**src/hw/rtl/gcd_pkg.sv**
```systemverilog
package gcd_pkg;

    localparam int CW       = 34;
    localparam int STEP_CAP = 40;

    typedef logic signed [CW-1:0] cw_t;

    localparam cw_t PI_Q30      = 34'sd3373259426;
    localparam cw_t HALF_PI_Q30 = 34'sd1686629713;

    localparam logic signed [32:0] DEG_HALF = 33'sd754974720;
    localparam logic signed [32:0] DEG_FULL = 33'sd1509949440;

    localparam logic [34:0] RAD_PER_DEG_Q40 = 35'd19190098068;
    localparam logic [26:0] RADIUS_X16      = 27'd101936000;
    localparam logic [28:0] DIST_MAX        = 29'd320241392;

    localparam logic signed [31:0] ONE_Q30 = 32'sd1073741824;

    // atan(2^-i) in Q30, rounded
    function automatic cw_t atan_q30(input int i);
        cw_t r;
        case (i)
            0:       r = 34'sd843314857;
            1:       r = 34'sd497837829;
            2:       r = 34'sd263043837;
            3:       r = 34'sd133525159;
            4:       r = 34'sd67021687;
            5:       r = 34'sd33543516;
            6:       r = 34'sd16775851;
            7:       r = 34'sd8388437;
            8:       r = 34'sd4194283;
            9:       r = 34'sd2097149;
            default: r = (i <= 30) ? (cw_t'(1) <<< (30 - i)) : ((i == 31) ? cw_t'(1) : '0);
        endcase
        return r;
    endfunction

    // restoring long division, elaboration time only
    function automatic longint unsigned quot64(input longint unsigned n,
                                               input longint unsigned d);
        longint unsigned q;
        longint unsigned r;
        int              b;
        q = 64'd0;
        r = 64'd0;
        for (b = 63; b >= 0; b--)
        begin
            r = (r << 1) | ((n >> b) & 64'd1);
            if (r >= d)
            begin
                r = r - d;
                q = q | (64'd1 << b);
            end
        end
        return q;
    endfunction

    // floor(sqrt(prod 1/(1+2^-2i))) in Q30
    function automatic cw_t cordic_gain(input int n);
        longint unsigned v;
        longint unsigned r;
        longint unsigned bt;
        int              i;
        v = 64'd1 << 60;
        for (i = 0; i < n; i++)
        begin
            if (2 * i < 62)
            begin
                v = v - quot64(v, (64'd1 << (2 * i)) + 64'd1);
            end
        end
        r  = 64'd0;
        bt = 64'd1 << 62;
        for (i = 0; i < 32; i++)
        begin
            if (v >= r + bt)
            begin
                v = v - (r + bt);
                r = (r >> 1) + bt;
            end
            else
            begin
                r = r >> 1;
            end
            bt = bt >> 2;
        end
        return cw_t'(r);
    endfunction

endpackage

```
**src/hw/rtl/gcd_rad.sv**
```systemverilog
module gcd_rad import gcd_pkg::*; (
    input  logic               clk,
    input  logic               rst_n,
    input  logic               en,
    input  logic               vld_in,
    input  logic signed [32:0] deg,
    output logic               vld_out,
    output cw_t                rad
);

    logic signed [32:0] red_next;
    logic signed [32:0] mag_next;
    logic [29:0]        mag_reg;
    logic               neg0_reg;
    logic [46:0]        plo_reg;
    logic [47:0]        phi_reg;
    logic               neg1_reg;
    logic [64:0]        sum;
    logic [31:0]        q;
    cw_t                rad_next;
    cw_t                rad_reg;
    logic [2:0]         vld_reg;

    always_comb
    begin
        if (deg > DEG_HALF)
        begin
            red_next = deg - DEG_FULL;
        end
        else if (deg <= -DEG_HALF)
        begin
            red_next = deg + DEG_FULL;
        end
        else
        begin
            red_next = deg;
        end
        mag_next = red_next[32] ? -red_next : red_next;
    end

    always_comb
    begin
        sum      = {phi_reg, 17'd0} + 65'(plo_reg) + (65'd1 << 31);
        q        = sum[63:32];
        rad_next = neg1_reg ? -cw_t'({2'b00, q}) : cw_t'({2'b00, q});
    end

    always_ff @(posedge clk or negedge rst_n)
    begin
        if (!rst_n)
        begin
            vld_reg <= '0;
        end
        else if (en)
        begin
            vld_reg <= {vld_reg[1:0], vld_in};
        end
    end

    always_ff @(posedge clk)
    begin
        if (en)
        begin
            mag_reg  <= mag_next[29:0];
            neg0_reg <= red_next[32];
            plo_reg  <= 47'(mag_reg) * 47'(RAD_PER_DEG_Q40[16:0]);
            phi_reg  <= 48'(mag_reg) * 48'(RAD_PER_DEG_Q40[34:17]);
            neg1_reg <= neg0_reg;
            rad_reg  <= rad_next;
        end
    end

    assign vld_out = vld_reg[2];
    assign rad     = rad_reg;

endmodule

```
**config.mk**
```make
export PLATFORM = sky130hd
export DESIGN_NAME = gcd_rad
export DESIGN_NICKNAME = d
export VERILOG_FILES = /design/src/hw/rtl/gcd_pkg.sv /design/src/hw/rtl/gcd_rad.sv
export SDC_FILE = /design/constraint.sdc
export NUM_CORES = 1
export LEC_CHECK = 0
export BUFFER_PORTS_ARGS = -buffer_cell sky130_fd_sc_hd__buf_2
export CAP_MARGIN = 20
export CORE_MARGIN = 2
export CORE_UTILIZATION = 46
export CTS_BUF_LIST = sky130_fd_sc_hd__clkbuf_2 sky130_fd_sc_hd__clkbuf_4 sky130_fd_sc_hd__clkbuf_8
export CTS_CLUSTER_DIAMETER = 60
export CTS_CLUSTER_SIZE = 24
export DETAILED_ROUTE_END_ITERATION = 12
export PLACE_DENSITY_LB_ADDON = 0.1
export SYNTH_ARGS = -nofsm -noshare
export SYNTH_HDL_FRONTEND = slang
export SYNTH_SLANG_ARGS = --single-unit
export TNS_END_PERCENT = 20
```
**constraint.sdc**
```tcl
create_clock -name clk -period 6 [get_ports clk]
set_input_delay 0.6 -clock clk [delete_from_list [all_inputs] [get_ports clk]]
set_output_delay 0.6 -clock clk [all_outputs]
set_load 0.05 [all_outputs]
```
==> impl_metrics.json <==
{
  "fin_crit_sh_pct": 104,
  "port_buffers": 71,
  "synthFlopType": "edfxtp_1",
  "arrival_ns": 6.52,
  "end_kind": "register",
  "ant_nets": 0,
  "h-tree-depth": 4,
  "slew_headroom_pct": 38.3,
  "synth_xor_area_share_pct": 5.56,
  "drt_pass1_iterations": 5,
  "dp_hpwl_um": 51000,
  "clock_skew_ns": 0.0305,
  "layout_setup_ws_ns": -0.232,
  "area_growth_pct": 21.1,
  "status": "finished, violations left",
  "synthMuxAreaShare_pct": 0.414,
  "clk_pin_slew_ns": 0.09,
  "num_vias": 16400,
  "synth-seq-cells": 140,
  "crit_chain": "inv_2 > buf_6 > fa_1 > fa_1 > fa_1 > fa_1 > inv_1 > fa_1 > inv_1 > fa_1 > inv_2 > ha_4 > inv_1 > o21ai_1 > a22o_1 > and3_4 > a21oi_4 > or3_4 > a31oi_4 > buf_6 > and2_4 > o21a_1 > nor2_2 > xnor2_1",
  "grt_usage_pct": 23.5,
  "cts_buffer_depth": 2,
  "ctsRootBufferMaster": "clkbuf_8",
  "critPathSlowestCell": "fa_1",
  "place_area_sq_mm": 0.0264,
  "cts_buffers": 17,
  "max_cap_viol_count": 0,
  "synth-compound-area-share_pct": 9.05,
  "synthesis.nets": 2976,
  "synth.avg_cell_area_sq_um": 10.3,
  "routed_wirelength_um": 57500,
  "synth_top_cell_area_share_pct": 29.3,
  "yosysTopAreaCell": "fa_1",
  "rsz0062_at_grt": "yes",
  "drt-initial-drc-count": 699,
  "slowest_delay_ns": 0.54,
  "nets": 3350,
  "finalSetupViolations": 14,
  "synthAdderAreaFrac_pct": 49.9,
  "violations": "negative setup slack",
  "worstSkewPairLatency_ns": 0.55,
  "hold_viol_final": 0,
  "place_congestion": 0.935,
  "finalCriticalPeriod_ns": 6.23,
  "fmax_ghz": 0.160,
  "ioPinCount": 72,
  "synth_cell_type_count": 78,
  "die-area_sq_mm": 0.0518,
  "start_util_pct": 46.8,
  "largest_register_ffs": 44,
  "maxSlewViolCount": 0,
  "required_ns": 6.29,
  "cts.sinks": 140,
  "grt_antenna_before_repair": 1,
  "yosys-top-cells-area": "fa_1 (29%), ha_1 (21%), edfxtp_1 (18%), inv_1 (9.4%), xnor2_1 (4.0%)",
  "tightest_slew_ns": 0.914,
  "grt_max_degree": 93,
  "crit_path_frequent_cell": "fa_1",
  "rows": 81,
  "syn_area_sq_mm": 0.0230,
  "path_class": "reg2reg",
  "wl_per_cell_um": 17.6,
  "synth-simple-area-share_pct": 6.98,
  "ff2ff_setup_slack_ns": -0.23,
  "core-area_sq_mm": 0.0492,
  "critical_path_peak_fanout": 5,
  "synth_cells": 2224,
  "async_flop_share_pct": 2.14,
  "routed_via_density": 5.00,
  "fill_cells": 4300,
  "drive_above_1_share_pct": 23.0,
  "dieWidth_um": 228,
  "grt_pass1_wl_um": 92200,
  "worst_hold_path_type": "in2reg",
  "grt_pass1_vias": 17100,
  "route.detailed.drc": 0,
  "synth_top_family_by_area": "adder cells",
  "yosys_warnings": 0,
  "die_y_um": 228,
  "ys_seq_area_share_pct": 18.2,
  "tritoncts": "done",
  "startpoint_type": "register",
  "synth_edf_count": 137,
  "overflow": 0,
  "design_area_sq_mm": 0.0278
}
timing repair:
| action | 4_1_cts | 5_1_grt |
|---|---|---|
| pin swaps | 110 | 54 |
| gates resized for setup | 94 | 68 |
| buffers inserted | 22 | 20 |
| hold buffers | 1 | 0 |
| hold endpoints to repair | 3 | 0 |
| endpoints found under the setup margin | 29 | 32 |
cells by family (layout without fill, tap and decap cells):
family	after synthesis	count (layout)
DFF	140	140
AOI/OAI and AO/OA	308	308
other	0	1
xor gates and xnor gates	146	146
and+or+nand+nor	304	304
adders and majority gates	715	715
muxes	9	9
buffers and inverters	602	989
cell usage after synthesis, types with 6 or more instances:
cell type / n
inv_1: 577
ha_1: 379
fa_1: 336
edfxtp_1: 137
xnor2_1: 106
nand2_1: 82
a21oi_1: 80
nor2_1: 62
o21ai_0: 59
xor2_1: 40
a21o_1: 35
nand3_1: 27
o21a_1: 18
or3_1: 18
o31ai_1: 17
clkbuf_1: 16
nand4_1: 16
nor3_1: 16
nand2b_1: 13
a211oi_1: 12
and3_1: 10
nor2b_1: 10
a31oi_1: 9
o211ai_1: 8
or2_2: 8
or4_1: 8
a21boi_0: 7
o21bai_1: 7
nor4_1: 6
layout make-up:
class                           instances  area [sq um]  share of cell area, %
Multi-Input combinational cell       1482         17400                   62.5
Timing Repair Buffer                  380          2770                   9.96
Tap cell                              664           831                   2.99
Antenna cell                            1          2.50                0.00899
Clock buffer                           19           249                  0.895
Sequential cell                       140          4190                   15.1
Inverter                              577          2180                   7.85
Clock inverter                         13           201                  0.724
layer usage:
layer	part of all wire, %	vias up	track usage [%]
met1	49	8088	34.3
met4	1.1	0	4.41
met2	46	241	37.4
li1	-	8023	-
met3	3.5	35	3.39
met5	0	-	0
cells in the final DEF (no fill, tap or decap), types with 11 or more instances in the layout:
cell type / Yosys / layout
a21o_1: 35 / 35
a21oi_1: 80 / 66
a21oi_2: 0 / 12
buf_2: 3 / 70
buf_4: 2 / 288
buf_6: 0 / 19
clkbuf_8: 0 / 17
edfxtp_1: 137 / 137
fa_1: 336 / 325
fa_2: 0 / 11
ha_1: 379 / 341
ha_4: 0 / 36
inv_1: 577 / 527
inv_2: 0 / 44
nand2_1: 82 / 80
nand2b_1: 13 / 13
nand3_1: 27 / 27
nand4_1: 16 / 16
nor2_1: 62 / 58
nor3_1: 16 / 14
o21a_1: 18 / 18
o21ai_0: 59 / 44
o31ai_1: 17 / 14
or3_1: 18 / 16
xnor2_1: 106 / 103
xor2_1: 40 / 39
worst paths after layout:
check,from,endpoint,depth (start not counted)
setup / recovery,mag_reg[7],phi_reg[38],24
hold / removal,deg[0],mag_reg[0],1
setup reg to reg,mag_reg[7],phi_reg[38],24
hold reg to reg,neg0_reg,neg1_reg,0
max in group asynchronous,rst_n,vld_reg[2],2
min in group asynchronous,rst_n,vld_reg[0],2
worst max-delay path: cells and delay by family (launching register included):
kind	cells	cell delay, ns
DFF	1	0.50
adders and majority gates	7	3.25
and+or+nand+nor	4	0.79
xor gates and xnor gates	1	0.13
buffers and inverters	7	0.58
AOI/OAI and AO/OA	5	0.74
through the flow:
stage	cells	setup TNS [ns]	hold WS [ns]	setup slack, ns	utilization [%]
final	3276	-1.61	0.283	-0.232	56.6
after global routing	3276	-5.90	0.255	-0.409	56.6
after CTS	3255	-1.48	0.244	-0.235	55.8
after detailed placement	3200	-6.57	0.398	-0.435	53.7
after global placement	3200	-4.98	0.395	-0.390	53.7
after floorplan	2224	-0.0438	0.304	-0.0185	-
Power is left out: the tool's default activity adds up to more than one toggle a clock period on the data nets, which glitch-free logic cannot reach.
